**config.mk**
```make
export PLATFORM = sky130hd
export DESIGN_NAME = ook_id_pattern_sender
export DESIGN_NICKNAME = d
export VERILOG_FILES = /design/src/sv/ooks_pkg.sv /design/src/sv/ooks_cfg.sv /design/src/sv/ooks_core.sv /design/src/sv/ook_id_pattern_sender.sv
export SDC_FILE = /design/constraint.sdc
export NUM_CORES = 1
export LEC_CHECK = 0
export ABC_AREA = 1
export ABC_CLOCK_PERIOD_IN_PS = 4380
export BUFFER_PORTS_ARGS = -buffer_cell sky130_fd_sc_hd__buf_2
export CAP_MARGIN = 20
export CORE_ASPECT_RATIO = 2
export CORE_MARGIN = 2
export CORE_UTILIZATION = 37
export DETAILED_ROUTE_END_ITERATION = 7
export GPL_TIMING_DRIVEN = 0
export MAX_ROUTING_LAYER = met4
export PLACE_DENSITY = 0.56
export SKIP_CTS_REPAIR_TIMING = 1
export SYNTH_ARGS = -nofsm -noshare
export SYNTH_HDL_FRONTEND = slang
export SYNTH_HIERARCHICAL = 1
export SYNTH_SLANG_ARGS = --single-unit
```
**constraint.sdc**
```tcl
create_clock -name clk -period 4.38 [get_ports clk]
set_input_delay 0.657 -clock clk [delete_from_list [all_inputs] [get_ports clk]]
set_output_delay 0.657 -clock clk [all_outputs]
set_load 0.05 [all_outputs]
```
**src/sv/ooks_pkg.sv**
```systemverilog
// ----------------------------------------------------------------------------
// ooks_pkg: shared types and constants
// Register indexes, widths and the structs passed between the pattern sender
// modules.
// ----------------------------------------------------------------------------
package ooks_pkg;

	localparam int ID_BITS_DEF = 16;

	localparam int IDENT_W    = 16;
	localparam int CFG_ADDR_W = 2;
	localparam int CFG_DATA_W = 32;
	localparam int TICK_W     = 32;
	localparam int BIT_T_W    = 16;
	localparam int REP_W      = 16;

	localparam logic [CFG_ADDR_W-1:0] REG_BIT_TIME  = 2'd0;
	localparam logic [CFG_ADDR_W-1:0] REG_OFFSET    = 2'd1;
	localparam logic [CFG_ADDR_W-1:0] REG_INTERVAL  = 2'd2;
	localparam logic [CFG_ADDR_W-1:0] REG_REPEAT    = 2'd3;

	localparam logic CMD_TICK  = 1'b0;
	localparam logic CMD_START = 1'b1;

	typedef struct packed {
		logic [BIT_T_W-1:0] bit_ticks;
		logic [TICK_W-1:0]  gap_ticks;
		logic [REP_W-1:0]   repeat_count;
	} timing_t;

	typedef struct packed {
		logic rejected;
		logic done_res;
		logic busy_res;
		logic pin_level;
	} result_t;

endpackage

```
**src/sv/ooks_cfg.sv**
```systemverilog
// ----------------------------------------------------------------------------
// ooks_cfg: configuration registers
// Holds the four timing registers and registers the derived bit and gap
// durations so the per-item path sees only precomputed values.
// ----------------------------------------------------------------------------
module ooks_cfg #(
	parameter int ID_BITS = ooks_pkg::ID_BITS_DEF
) (
	input  logic                                clk,
	input  logic                                arst_n,
	input  logic                                cfg_we,
	input  logic [ooks_pkg::CFG_ADDR_W-1:0]     cfg_addr,
	input  logic [ooks_pkg::CFG_DATA_W-1:0]     cfg_data,
	output ooks_pkg::timing_t                   timing
);

	localparam int USED_W = ooks_pkg::TICK_W + 1;

	// gap derived from the register defaults
	localparam logic [ooks_pkg::TICK_W-1:0] GAP_RST = ooks_pkg::TICK_W'(10000 - 100 * ID_BITS);

	logic [ooks_pkg::BIT_T_W-1:0] bit_time_q;
	logic [7:0]                   offset_q;
	logic [ooks_pkg::TICK_W-1:0]  interval_q;
	logic [ooks_pkg::REP_W-1:0]   repeat_q;

	logic [USED_W-1:0]            used;
	logic [ooks_pkg::BIT_T_W-1:0] bit_ticks_d;
	logic [ooks_pkg::TICK_W-1:0]  gap_ticks_d;

	always_ff @(posedge clk or negedge arst_n) begin
		if (!arst_n) begin
			bit_time_q <= 16'd100;
			offset_q   <= 8'd0;
			interval_q <= 32'd10000;
			repeat_q   <= 16'd1;
		end else if (cfg_we) begin
			unique case (cfg_addr)
				ooks_pkg::REG_BIT_TIME: bit_time_q <= cfg_data[ooks_pkg::BIT_T_W-1:0];
				ooks_pkg::REG_OFFSET:   offset_q   <= cfg_data[7:0];
				ooks_pkg::REG_INTERVAL: interval_q <= cfg_data[ooks_pkg::TICK_W-1:0];
				ooks_pkg::REG_REPEAT:   repeat_q   <= cfg_data[ooks_pkg::REP_W-1:0];
				default: ;
			endcase
		end
	end

	always_comb begin
		used = USED_W'(bit_time_q) * USED_W'(ID_BITS);
		if (bit_time_q > ooks_pkg::BIT_T_W'(offset_q))
			bit_ticks_d = bit_time_q - ooks_pkg::BIT_T_W'(offset_q);
		else
			bit_ticks_d = ooks_pkg::BIT_T_W'(1);
		if (USED_W'(interval_q) > used)
			gap_ticks_d = ooks_pkg::TICK_W'(USED_W'(interval_q) - used);
		else
			gap_ticks_d = '0;
	end

	// derived durations and repeat count, registered from the configuration registers
	always_ff @(posedge clk or negedge arst_n) begin
		if (!arst_n) begin
			timing.bit_ticks    <= 16'd100;
			timing.gap_ticks    <= GAP_RST;
			timing.repeat_count <= 16'd1;
		end else begin
			timing.bit_ticks    <= bit_ticks_d;
			timing.gap_ticks    <= gap_ticks_d;
			timing.repeat_count <= repeat_q;
		end
	end

endmodule

```
**src/sv/ooks_core.sv**
```systemverilog
// ----------------------------------------------------------------------------
// ooks_core: pattern sequencer
// Keeps the frame state and works out the result of one item in a single
// pass; state advances when the item is processed.
// ----------------------------------------------------------------------------
module ooks_core #(
	parameter int ID_BITS = ooks_pkg::ID_BITS_DEF
) (
	input  logic                             clk,
	input  logic                             arst_n,
	input  logic                             adv,
	input  logic                             command,
	input  logic [ooks_pkg::IDENT_W-1:0]     ident,
	input  ooks_pkg::timing_t                timing,
	output ooks_pkg::result_t                res
);

	localparam int IDX_W = $clog2(ID_BITS + 1);

	logic [ID_BITS-1:0]           ident_q;
	logic [ID_BITS-1:0]           shift_q;
	logic [IDX_W-1:0]             index_q;
	logic [ooks_pkg::REP_W-1:0]   repeats_q;
	logic [ooks_pkg::TICK_W-1:0]  tick_q;
	logic                         gap_q;
	logic                         level_q;
	logic                         active_q;

	logic [ID_BITS-1:0]           ident_d;
	logic [ID_BITS-1:0]           shift_d;
	logic [IDX_W-1:0]             index_d;
	logic [ooks_pkg::REP_W-1:0]   repeats_d;
	logic [ooks_pkg::TICK_W-1:0]  tick_d;
	logic                         gap_d;
	logic                         level_d;
	logic                         active_d;

	logic [ID_BITS-1:0]           new_id;
	logic [ID_BITS-1:0]           shifted;
	logic [ooks_pkg::TICK_W-1:0]  tick_dec;
	logic [ooks_pkg::REP_W-1:0]   rep_dec;
	logic [IDX_W-1:0]             index_inc;

	always_comb begin
		new_id    = ident[ID_BITS-1:0];
		shifted   = shift_q << 1;
		tick_dec  = (tick_q != '0) ? tick_q - ooks_pkg::TICK_W'(1) : '0;
		rep_dec   = repeats_q - ooks_pkg::REP_W'(1);
		index_inc = index_q + IDX_W'(1);

		ident_d   = ident_q;
		shift_d   = shift_q;
		index_d   = index_q;
		repeats_d = repeats_q;
		tick_d    = tick_q;
		gap_d     = gap_q;
		level_d   = level_q;
		active_d  = active_q;
		res       = '0;

		if (command == ooks_pkg::CMD_START) begin
			if (active_q) begin
				res.rejected  = 1'b1;
				res.busy_res  = 1'b1;
				res.pin_level = level_q;
			end else if (timing.repeat_count != '0) begin
				ident_d   = new_id;
				shift_d   = new_id;
				repeats_d = timing.repeat_count;
				active_d  = 1'b1;
				index_d   = '0;
				gap_d     = 1'b0;
				level_d   = new_id[ID_BITS-1];
				tick_d    = ooks_pkg::TICK_W'(timing.bit_ticks);
				res.pin_level = new_id[ID_BITS-1];
				res.busy_res  = 1'b1;
			end
		end else if (active_q) begin
			res.pin_level = level_q;
			tick_d = tick_dec;
			if (tick_dec == '0) begin
				if (gap_q || (index_q == IDX_W'(ID_BITS) && timing.gap_ticks == '0)) begin
					// end of frame
					repeats_d = rep_dec;
					if (rep_dec == '0) begin
						active_d = 1'b0;
						gap_d    = 1'b0;
						level_d  = 1'b0;
						tick_d   = '0;
						index_d  = '0;
						res.done_res = 1'b1;
					end else begin
						index_d = '0;
						gap_d   = 1'b0;
						shift_d = ident_q;
						level_d = ident_q[ID_BITS-1];
						tick_d  = ooks_pkg::TICK_W'(timing.bit_ticks);
					end
				end else if (index_q != IDX_W'(ID_BITS)) begin
					index_d = index_inc;
					shift_d = shifted;
					level_d = (index_inc != IDX_W'(ID_BITS)) ? shifted[ID_BITS-1] : 1'b0;
					tick_d  = ooks_pkg::TICK_W'(timing.bit_ticks);
				end else begin
					gap_d   = 1'b1;
					level_d = 1'b0;
					tick_d  = timing.gap_ticks;
				end
			end
			res.busy_res = active_d;
		end
	end

	always_ff @(posedge clk or negedge arst_n) begin
		if (!arst_n) begin
			ident_q   <= '0;
			shift_q   <= '0;
			index_q   <= '0;
			repeats_q <= '0;
			tick_q    <= '0;
			gap_q     <= 1'b0;
			level_q   <= 1'b0;
			active_q  <= 1'b0;
		end else if (adv) begin
			ident_q   <= ident_d;
			shift_q   <= shift_d;
			index_q   <= index_d;
			repeats_q <= repeats_d;
			tick_q    <= tick_d;
			gap_q     <= gap_d;
			level_q   <= level_d;
			active_q  <= active_d;
		end
	end

endmodule

```
**src/sv/ook_id_pattern_sender.sv**
```systemverilog
// ----------------------------------------------------------------------------
// ook_id_pattern_sender: on-off keying identifier pattern timer
// Sends a loaded identifier MSB first, a trailing low bit and a low gap,
// repeated per start, timed by one-microsecond tick items.
// ----------------------------------------------------------------------------
// usage:
//  s_* channel carries one item per tick or start: s_tuser is the command
//  (0 tick, 1 start), s_tdata the identifier used on a start
//  m_* channel returns exactly one result item for each input item
//  cfg_we/cfg_addr/cfg_data write the timing registers while no item is in flight
//  path: input register, then the sequencer, then the result register
//  throughput: one item per cycle while results are taken, set by the state update
//  in the sequencer between the input register and the result register
//  reset: carrier off, idle, registers at their defaults (bit 100, offset 0,
//  interval 10000, repeat 1)
//  stall: while m_tready is low the result holds; one more item is taken
//  into the input register, then s_tready drops until the result is taken
// ----------------------------------------------------------------------------
module ook_id_pattern_sender #(
	parameter int ID_BITS = ooks_pkg::ID_BITS_DEF
) (
	input  logic                             clk,
	input  logic                             arst_n,
	input  logic                             s_tvalid,
	output logic                             s_tready,
	input  logic [ooks_pkg::IDENT_W-1:0]     s_tdata,   // ident
	input  logic                             s_tuser,   // command
	output logic                             m_tvalid,
	input  logic                             m_tready,
	output logic [7:0]                       m_tdata,   // pin_level, busy_res, done_res, rejected, zeros
	input  logic                             cfg_we,
	input  logic [ooks_pkg::CFG_ADDR_W-1:0]  cfg_addr,
	input  logic [ooks_pkg::CFG_DATA_W-1:0]  cfg_data
);

	logic                          valid_s1;
	logic                          cmd_s1;
	logic [ooks_pkg::IDENT_W-1:0]  ident_s1;
	logic                          adv;
	ooks_pkg::timing_t             timing;
	ooks_pkg::result_t             res;

	assign adv      = valid_s1 && (!m_tvalid || m_tready);
	assign s_tready = !valid_s1 || adv;

	always_ff @(posedge clk or negedge arst_n) begin
		if (!arst_n) begin
			valid_s1 <= 1'b0;
		end else if (s_tready) begin
			valid_s1 <= s_tvalid;
		end
	end

	always_ff @(posedge clk) begin
		if (s_tready && s_tvalid) begin
			cmd_s1   <= s_tuser;
			ident_s1 <= s_tdata;
		end
	end

	ooks_cfg #(
		.ID_BITS (ID_BITS)
	) u_cfg (
		.clk      (clk),
		.arst_n   (arst_n),
		.cfg_we   (cfg_we),
		.cfg_addr (cfg_addr),
		.cfg_data (cfg_data),
		.timing   (timing)
	);

	ooks_core #(
		.ID_BITS (ID_BITS)
	) u_core (
		.clk     (clk),
		.arst_n  (arst_n),
		.adv     (adv),
		.command (cmd_s1),
		.ident   (ident_s1),
		.timing  (timing),
		.res     (res)
	);

	always_ff @(posedge clk or negedge arst_n) begin
		if (!arst_n) begin
			m_tvalid <= 1'b0;
		end else if (adv) begin
			m_tvalid <= 1'b1;
		end else if (m_tready) begin
			m_tvalid <= 1'b0;
		end
	end

	always_ff @(posedge clk) begin
		if (adv) begin
			m_tdata <= {4'b0000, res.rejected, res.done_res, res.busy_res, res.pin_level};
		end
	end

endmodule
```
==> qor.yml <==
place:
  hpwl_um: 39500
  io_buffers: 61
  gp_congestion: 1.04
sta:
  min_period_over_period_pct: 85.1
  grt_setup_unrepaired: "no"
  slew_headroom_pct: 37.8
  tns_ns: 0
  fmax_mhz: 268
  worstMarginPinSlew_ns: 0.934
  finalMaxSlewViolations: 0
  hold_viol_final: 0
  skew_ns: 0.0233
  fin_crit_ns: 3.73
  timing.hold.ws_ns: 0.119
  setup-violations-final: 0
setup_path:
  critical_path_class: "reg2reg"
  crit_fanout: 10
  start_kind: "flip-flop"
  worst-endpoint-required_ns: 4.73
  cp-end-kind: "flip-flop"
  worstPathArrival_ns: 4.08
synth:
  synth_edf_count: 21
  synth_cells: 2039
  async_flop_share_pct: 91.5
  synth_top_area_share_pct: 35.8
  netlist_area_sq_um: 14600
  synth_area_leaders: "dfrtp_1, nand2_1, nor2_1, inv_1, nand3_1"
  yosysWarnings: 6
  ys_seq_area_share_pct: 43.2
  synth_top_area_cell: "dfrtp_1"
  syn_area_per_cell_sq_um: 7.14
  synth_seq_cells: 246
  synth_cell_types: 45
  yosys_most_used_dff: "dfrtp_1"
cts:
  cts_buffers: 26
  cts_root_buf: "clkbuf_16"
  clockBufferDepth: 3
  clock-sinks: 246
  htree_levels: 1
  tritoncts: "yes"
  clk_pin_slew_worst_paths_ns: 0.07
  worstSkewPairLatency_ns: 0.56
flow_run:
  max-cap-violations: 0
finish:
  layout_commonest_cell: "nand2_1"
  fin_nets: 2219
  layout_common_cells: "nand2_1, nor2_1, inv_1"
  area_growth_pct: 12.9
  post-route-util_pct: 42.3
  drive_gt1_share_pct: 9.15
grt:
  use_met1_pct: 21.5
  first_global_vias: 14027
  use_met3_pct: 1.94
  grt-ovfl-total: 0
  grt_max_degree: 123
  antenna_found_initial: 0
  grt_usage_pct: 25.1
  grt_pass1_wl_um: 75700
  grt.busiest_layer: "met2"
  gr-usage-met2_pct: 48.8
routing:
  drt-initial-drc-count: 587
  drcViolationCount: 0
  wl_per_cell_um: 18.3
  drt-total-wl_um: 48800
  firstDrtPassIters: 7
  ant_nets: 0
  via_per_inst: 5.02
  num_vias: 13419
power_and_ir_drop:
  leakage_nw: 8.34
  total_power_mw: 9.28
  max-vdd-ir-drop_v: 0.000341
  powerDensity_nw_per_um2: 565
status:
  outcome: "finished clean"
hold_path:
  hp-class: "in2async"
floorplanning:
  dieArea_sq_um: 41000
  fp-row-count: 102
  initial_core_util_pct: 37.5
  fp.coreArea_sq_um: 38800
  fp.dieW_um: 144
  die_h_um: 284
  ioPinCount: 66
-- cell usage after synthesis, types with 11 or more instances --
cell,number
nand2_1,663
xnor2_1,23
inv_1,232
edfxtp_1,21
nor2_1,268
clkbuf_1,36
o211ai_1,23
o21ai_0,114
nand4_1,58
nand3_1,148
dfrtp_1,208
dfstp_2,17
nand3b_1,11
ha_1,29
nor3_1,17
a21oi_1,52
buf_2,15
-- metrics by stage --
step,area [sq um],setup WS [ns],std cells
floorplan,14600,1.89,2042
global placement,15500,-1.37,2623
detailed placement,15600,0.748,2624
CTS,16400,0.734,2672
global route,16400,0.539,2672
finish,16400,0.653,2673
-- layer usage --
| layer | share of wire [%] | up-vias |
|---|---|---|
| li1 | - | 6668 |
| met1 | 31 | 6233 |
| met2 | 57 | 327 |
| met3 | 2.9 | 191 |
| met4 | 8.7 | 0 |
| met5 | 0 | - |
-- flip-flops by register name, indices dropped and copies added (netlist names) --
signal	flops
u_cfg/interval_q	32
u_core/active_q	1
u_core/repeats_q	16
m_tdata	4
u_core/tick_q	32
u_core/shift_q	15
u_cfg/repeat_q	16
ident_s1	16
u_cfg/bit_time_q	16
m_tvalid	1
valid_s1	1
u_core/gap_q	1
u_cfg/timing	64
cmd_s1	1
u_core/index_q	5
u_cfg/offset_q	8
u_core/level_q	1
u_core/ident_q	16
-- area by class of cell --
type / count / area [sq um]
inverters: 237 / 890
clock buffers: 31 / 711
plain buffers: 73 / 387
repair buffers: 62 / 343
clock inverters: 17 / 156
flip-flops and latches: 246 / 6280
diodes: 1 / 2.50
fillers: 4149 / 22400
well taps: 520 / 651
multi-input cells: 1486 / 7010
-- logic make-up (layout without fill, tap and decap cells) --
kind of cell | after synthesis | after routing | share of synthesized area [%]
buffers and inverters | 310 | 420 | 8.77
xor gates and xnor gates | 32 | 32 | 1.93
adders and majority gates | 31 | 31 | 2.77
muxes | 6 | 6 | 0.464
DFF | 246 | 246 | 43.2
and+or+nand+nor | 1207 | 1207 | 35.2
AOI/OAI and AO/OA | 206 | 206 | 7.69
other | 1 | 5 | 0.0258
-- path summary, 6_finish.rpt --
check / from / end / slack [ns] / depth (start not counted)
min reg2reg: u_cfg/repeat_q[6] / u_cfg/timing[6] / 0.38 / 0
min in group clk: s_tdata[8] / ident_s1[8] / 0.29 / 1
max: u_core/index_q[0] / m_tdata[2] / 0.65 / 12
max in group asynchronous: arst_n / u_cfg/timing[39] / 3.16 / 2
max reg2reg: u_core/index_q[0] / m_tdata[2] / 0.65 / 12
min: arst_n / u_cfg/offset_q[3] / 0.12 / 1
-- worst max-delay path, cell delays in order, from the launching register on --
cell and delay [ns]:
dfrtp_1 0.42, inv_1 0.09, ha_1 0.16, nand3_2 0.23
nor2_1 0.35, nand3_1 0.12, o21ai_0 0.74, inv_1 0.12
buf_2 0.26, buf_2 0.26, nor3_1 0.38, nand2_1 0.09
nor2_1 0.28
-- power breakdown --
group | internal [mW] | switching, mW | leakage, nW
Clock | 1.28 | 0.975 | 0.419
Sequential | 2.93 | 0.467 | 2.95
Combinational | 1.19 | 2.42 | 4.97
Total | 5.41 | 3.87 | 8.34
(Power assumes the default switching activity.)
